==> src/hdl/cms_pkg.sv <==
// package: shared constants and types for the confusion matrix stats core
`default_nettype none
package cms_pkg;
    localparam int MAX_CLASSES_DEF = 16;
    localparam int COUNT_WIDTH_DEF = 32;
    localparam int FRAC_BITS_DEF   = 16;
    localparam int CLASS_W         = 5;
    localparam int LABEL_W         = 8;
    localparam int RATIO_W         = 17;
    localparam int OUT_W           = 32;
    localparam logic [CLASS_W-1:0] CLASS_COUNT_RESET = 5'd16;

    typedef enum logic [1:0] {
        CMD_RECORD = 2'd0,
        CMD_CLEAR  = 2'd1,
        CMD_QUERY  = 2'd2,
        CMD_CELL   = 2'd3
    } cmd_t;

    typedef struct packed {
        logic [1:0]         cmd;
        logic [LABEL_W-1:0] true_label;
        logic [LABEL_W-1:0] predicted_label;
        logic [LABEL_W-1:0] target_class;
    } in_word_t;

    typedef struct packed {
        logic               status;
        logic [RATIO_W-1:0] accuracy;
        logic [RATIO_W-1:0] precision;
        logic [RATIO_W-1:0] recall;
        logic [RATIO_W-1:0] f1_score;
        logic [OUT_W-1:0]   cell_value;
        logic [OUT_W-1:0]   sample_total;
    } out_word_t;
endpackage
`default_nettype wire

==> src/hdl/cms_div.sv <==
// divider: restoring fractional ratio, one quotient bit per cycle
`default_nettype none
module cms_div #(
    parameter int NW = 34,
    parameter int FRAC_BITS = 16
) (
    input  wire logic                   clk,
    input  wire logic                   rst_n,
    input  wire logic                   start,
    input  wire logic [NW-1:0]          num,
    input  wire logic [NW-1:0]          den,
    output logic                        done,
    output logic [cms_pkg::RATIO_W-1:0] quo
);
    localparam int CW = $clog2(FRAC_BITS + 1);
    logic [NW:0]                 rem_reg, rem_next;
    logic [NW-1:0]               den_reg;
    logic [FRAC_BITS:0]          q_reg, q_next;
    logic [CW-1:0]               cnt_reg;
    logic                        busy_reg;
    logic [NW:0]                 sh;

    // one shift-subtract step
    always_comb
    begin
        sh = {rem_reg[NW-1:0], 1'b0};
        rem_next = sh;
        q_next = {q_reg[FRAC_BITS-1:0], 1'b0};
        if (sh >= {1'b0, den_reg})
        begin
            rem_next = sh - {1'b0, den_reg};
            q_next[0] = 1'b1;
        end
    end

    always_ff @(posedge clk or negedge rst_n)
    begin
        if (!rst_n)
        begin
            busy_reg <= 1'b0;
            done <= 1'b0;
            cnt_reg <= '0;
            rem_reg <= '0;
            den_reg <= '0;
            q_reg <= '0;
        end
        else
        begin
            done <= 1'b0;
            if (start)
            begin
                busy_reg <= 1'b0;
                if (den == '0)
                begin
                    q_reg <= '0;
                    done <= 1'b1;
                end
                else if (num >= den)
                begin
                    q_reg <= (FRAC_BITS+1)'(1) << FRAC_BITS;
                    done <= 1'b1;
                end
                else
                begin
                    busy_reg <= 1'b1;
                    rem_reg <= {1'b0, num};
                    den_reg <= den;
                    q_reg <= '0;
                    cnt_reg <= CW'(FRAC_BITS);
                end
            end
            else if (busy_reg)
            begin
                rem_reg <= rem_next;
                q_reg <= q_next;
                cnt_reg <= cnt_reg - 1'b1;
                if (cnt_reg == CW'(1))
                begin
                    busy_reg <= 1'b0;
                    done <= 1'b1;
                end
            end
        end
    end

    assign quo = cms_pkg::RATIO_W'(q_reg);
endmodule
`default_nettype wire

==> config.mk <==
export PLATFORM = sky130hd
export DESIGN_NAME = cms_div
export DESIGN_NICKNAME = d
export VERILOG_FILES = /design/src/hdl/cms_pkg.sv /design/src/hdl/cms_div.sv
export SDC_FILE = /design/constraint.sdc
export NUM_CORES = 1
export LEC_CHECK = 0
export BUFFER_PORTS_ARGS = -buffer_cell sky130_fd_sc_hd__buf_4
export CAP_MARGIN = 20
export CORE_MARGIN = 4
export CORE_UTILIZATION = 50
export DETAILED_ROUTE_END_ITERATION = 12
export GPL_TIMING_DRIVEN = 0
export PLACE_DENSITY_LB_ADDON = 0.08
export SLEW_MARGIN = 10
export SYNTH_ARGS = -nofsm -noshare
export SYNTH_HDL_FRONTEND = slang
export SYNTH_SLANG_ARGS = --single-unit
==> constraint.sdc <==
create_clock -name clk -period 2.6 [get_ports clk]
set_input_delay 0.39 -clock clk [delete_from_list [all_inputs] [get_ports clk]]
set_output_delay 0.39 -clock clk [all_outputs]
set_load 0.03 [all_outputs]
# Yosys cells after proc, flatten, opt, wreduce, memory -nomap -nowiden
# Index checks and enable logic that the tools add are counted.
# Widths: inputs -> output; s select.
dict set report classes {
  magnitude_cmp 2
  n_eq_ne 3
  bitwise 2
  reduce_logical 4
  add_sub_neg 2
  muxes 24
}
# operator count
set op_table {}
lappend op_table {{$mux 34} 5}
lappend op_table {{$mux 17} 4}
lappend op_table {{$ge 35x34->1} 1}
lappend op_table {{$ge 34x34->1} 1}
lappend op_table {{$logic_not 34->1} 1}
lappend op_table {{$sub 34x34->34} 1}
lappend op_table {{$mux 5} 4}
lappend op_table {{$mux 1} 11}
lappend op_table {{$reduce_and 3->1} 2}
lappend op_table {{$eq 5x1->1 const B} 1}
lappend op_table {{$sub 5x1->5 const B} 1}
lappend op_table {{$ne 2x2->1 const B} 2}
lappend op_table {{$not 1->1} 2}
lappend op_table {{$reduce_bool 2->1} 1}
dict set report totals {
  inputBits 71
  register_bits 92
  out_inout_bits 18
  word_cells 43
}

# Longest topological paths before layout
dict set report depth {
  ltp_word 4
  mapped_depth 13
}

# Worst setup path before layout
# OpenSTA, ideal clock, no wires.
dict set report synth_timing {
  path_type {register to register}
  startpoint {register rem_reg[1]}
  endpoint {register rem_reg[26]}
  path_stages_with_launch 10
  arrival_ns 2.601
  synth_period_minus_slack_ns 2.728
  setup_slack_ns -0.128
  path_cell_list {dfrtp_1 ha_1 nor2b_4 o31a_1 o41a_1 a311o_2 a41oi_4 nor3_1 nor4_1 o21ai_1}
}
dict set report synth_between {
  elab_chain_len 4
  word_cells_on_any_way 5
  cone_classes {add/sub: 1; order compare: 1; mux: 3}
}
# element line_no
set synth_lines {}
lappend synth_lines {{from (decl)} cms_div.sv:16} ;# logic [NW:0] rem_reg, rem_next;
lappend synth_lines {{from (signal assigned)} cms_div.sv:66} ;# rem_reg <= {1'b0, num};
lappend synth_lines {{from (signal assigned)} cms_div.sv:74} ;# rem_reg <= rem_next;
lappend synth_lines {{$sub 34x34->34 or $ge 35x34->1 (tied branches)} {cms_div.sv:31, cms_div.sv:29}}
lappend synth_lines {{$mux 34 *} cms_div.sv:29} ;# if (sh >= {1'b0, den_reg})
lappend synth_lines {{$mux 34 *} cms_div.sv:72} ;# else if (busy_reg)
lappend synth_lines {{$mux 34 *} cms_div.sv:50} ;# if (start)
# Mark *: on every way between the ends. The rest lies on a longest branch, timed or not. The select of a mux whose other input is x is not followed.
# A chain may end at the register's enable or synchronous reset.

# Worst setup path after layout
dict set report layout_timing {
  startpoint {register rem_reg[1]}
  endpoint {register rem_reg[22]}
}
# Same word-level chain as after synthesis.

==> results.sh <==
export IMPL_clkSinkCount=92
export IMPL_clock_fmax_mhz=351
export IMPL_drv_slew=0
export IMPL_cts_tree="yes"
export IMPL_drt_iter0_drc=724
export IMPL_avgSynthCellArea_sq_um=8.47
export IMPL_period_needed_ns=2.85
export IMPL_async_flop_share_pct=100
export IMPL_setup_viol=35
export IMPL_grt_max_degree=59
export IMPL_synth_compound_area_share_pct=24.6
export IMPL_synth_xor_area_share_pct=2.88
export IMPL_grt_util_all_layers_pct=29.9
export IMPL_synth_adder_area_share_pct=11.8
export IMPL_hold_viol_final=0
export IMPL_synth_most_common_cell="nand2_1"
export IMPL_drc=0
export IMPL_drive_above_1_share_pct=33.6
export IMPL_wl_mm=27.7
export IMPL_dp_hpwl_mm=18.8
export IMPL_vias=7846
export IMPL_syn_inst=899
export IMPL_end_kind="register"
export IMPL_wl_per_cell_um=21.9
export IMPL_postCtsHoldBufs=0
export IMPL_power_density_nw_per_um2=1270
export IMPL_cp_data_arrival_time_ns=3.11
export IMPL_num_rows=44
export IMPL_via_per_inst=6.23
export IMPL_yosys_top_cells_area="dfrtp_1 30%, ha_1 12%, mux2i_1 6.2%"
export IMPL_synth_common_cells="104 x nand2_1, 92 x dfrtp_1, 84 x inv_1"
export IMPL_rsz0062_at_grt="yes"
export IMPL_antenna_found_initial=0
export IMPL_criticalPathCategory="register to register"
export IMPL_peakVddDrop_v=0.000849
export IMPL_setup_tns_ns=-4.43
export IMPL_worst_slew_pin_slew_ns=0.780
export IMPL_leakagePower_nw=4.72
export IMPL_cts_max_level=3
export IMPL_synthSimpleGateAreaFrac_pct=16.4
export IMPL_synth_top_cell_by_area="dfrtp_1"
export IMPL_grt_pass1_wl_mm=41.3
export IMPL_synth_warning_count=0
export IMPL_cts_made_buffers=9
export IMPL_ant_nets=0
export IMPL_dr_pass1_iters=7
export IMPL_clk_pin_slew_ns=0.08
export IMPL_core_area_sq_um=14700
export IMPL_grt_pass1_vias=7564
export IMPL_synth_top_family_by_area="compound AO/OA/AOI/OAI gates"
export IMPL_grt_ovfl_total=0
export IMPL_postLayoutCellArea_sq_um=10500
export IMPL_gp_congestion=0.965
export IMPL_final_period_utilization_pct=110
export IMPL_holdWs_ns=0.109
export IMPL_synth_area_sq_um=7610
export IMPL_synth_edf_count=0
export IMPL_placed_cells_incl_taps=1172
export IMPL_maxCapViolations=0
export IMPL_violations="negative setup slack"
export IMPL_hp_class="input port to asynchronous set/reset pin"
export IMPL_yosys_area_top_type_share_pct=30.2
export IMPL_port_buffers=88
export IMPL_fin_skew_ns=0.00763
export IMPL_p_total_mw=13.3
export IMPL_die_w_um=131
export IMPL_diodes=0
export IMPL_die_area_sq_um=17300
export IMPL_yosysUniqueCellTypes=82
export IMPL_synth_ff_type="dfrtp_1"
export IMPL_pin_count=89
export IMPL_reg2reg_depth=9
export IMPL_ctsLongestPathBuffers=2
export IMPL_synth_fp_nets=1041
export IMPL_finalWorstSetupSlack_ns=-0.250
export IMPL_syn2layout_area_growth_pct=37.6
export IMPL_dieHeight_um=131
export IMPL_yosys_mux_area_fraction_pct=6.18
export IMPL_ys_ff_latch=92
export IMPL_critPathLaunchType="register"
export IMPL_worstSkewPairLatency_ns=0.36
export IMPL_cp_max_fo=5
export IMPL_cts_root_buf="clkbuf_16"
export IMPL_relSlewSlack_pct=48.0
export IMPL_required_ns=2.86
export IMPL_fin_cells=1260
export IMPL_placed_area_sq_um=8560
export IMPL_status="finished, violations left"
export IMPL_synth_seq_area_share_pct=30.2
export IMPL_start_util_pct=51.8
export IMPL_nets=1213
cells by family after synthesis:
kind of cell,after synthesis
fa+ha+maj,71
compound gates,274
buf+inv,129
flops,92
xor+xnor,25
simple gates,261
mux,47
critical path, stage by stage (launching register included):
cell	delay (ns)
dfrtp_1	0.41
ha_4	0.28
nor2b_4	0.13
o31a_1	0.27
o41a_1	0.37
a311o_2	0.47
a41oi_4	0.28
xnor2_1	0.16
a21oi_1	0.11
o31ai_2	0.28
final timing paths:
check | from | endpoint | slack [ns]
setup reg to reg | rem_reg[1]$_DFFE_PN0P_ | rem_reg[22]$_DFFE_PN0P_ | -0.25
min in group clk | den[28] | den_reg[28]$_DFFE_PN0P_ | 0.24
setup / recovery | rem_reg[1]$_DFFE_PN0P_ | rem_reg[22]$_DFFE_PN0P_ | -0.25
max in group asynchronous | rst_n | rem_reg[7]$_DFFE_PN0P_ | 1.80
hold reg to reg | quo[2]$_DFFE_PN0P_ | quo[2]$_DFFE_PN0P_ | 0.55
hold / removal | rst_n | quo[6]$_DFFE_PN0P_ | 0.11
placed cells by master (no fill, tap or decap), drive strengths merged, types with 10 or more instances in the layout:
master | netlist | routed
mux2i | 47 | 47
o21ai | 65 | 65
xor2 | 10 | 10
nand2 | 106 | 106
a21o | 16 | 16
o221ai | 20 | 20
buf | 30 | 192
a21oi | 67 | 67
dfrtp | 92 | 92
nand3 | 25 | 25
nor2 | 59 | 59
xnor2 | 15 | 15
ha | 70 | 70
nand4 | 12 | 12
inv | 84 | 88
clkbuf | 14 | 22
area by class of cell:
class	instances	area, sq um
well taps	184	230
plain buffers	40	378
clock inverters	7	66.3
fillers	1140	4230
clock buffers	9	225
flip-flops and latches	92	2310
repair buffers	165	1350
multi-input cells	678	5580
inverters	85	324
report_power, final:
part,leakage (nW),internal (mW),switching (mW)
registers,1.13,1.86,0.435
clock network,0.144,0.676,0.668
logic,3.44,4.62,5.03
what timing repair did:
action	4_1_cts	5_1_grt
pin swaps	36	31
gates resized for setup	130	94
buffers inserted	44	30
cloned	3	1
setup endpoints to repair	76	74
metal layers:
metal	part of all wire (%)	track usage, %
met5	0	0
met4	4.4	12.5
met3	7.7	6.54
met2	47	48.0
met1	41	39.5
stage by stage:
step | utilization (%) | setup slack, ns
after floorplan | - | 0.000598
after global placement | 58.1 | -0.941
after detailed placement | 58.2 | -0.900
after CTS | 67.0 | -0.144
after global routing | 71.2 | -0.281
final | 71.2 | -0.250
No activity file was read; power rests on OpenSTA's default activity.
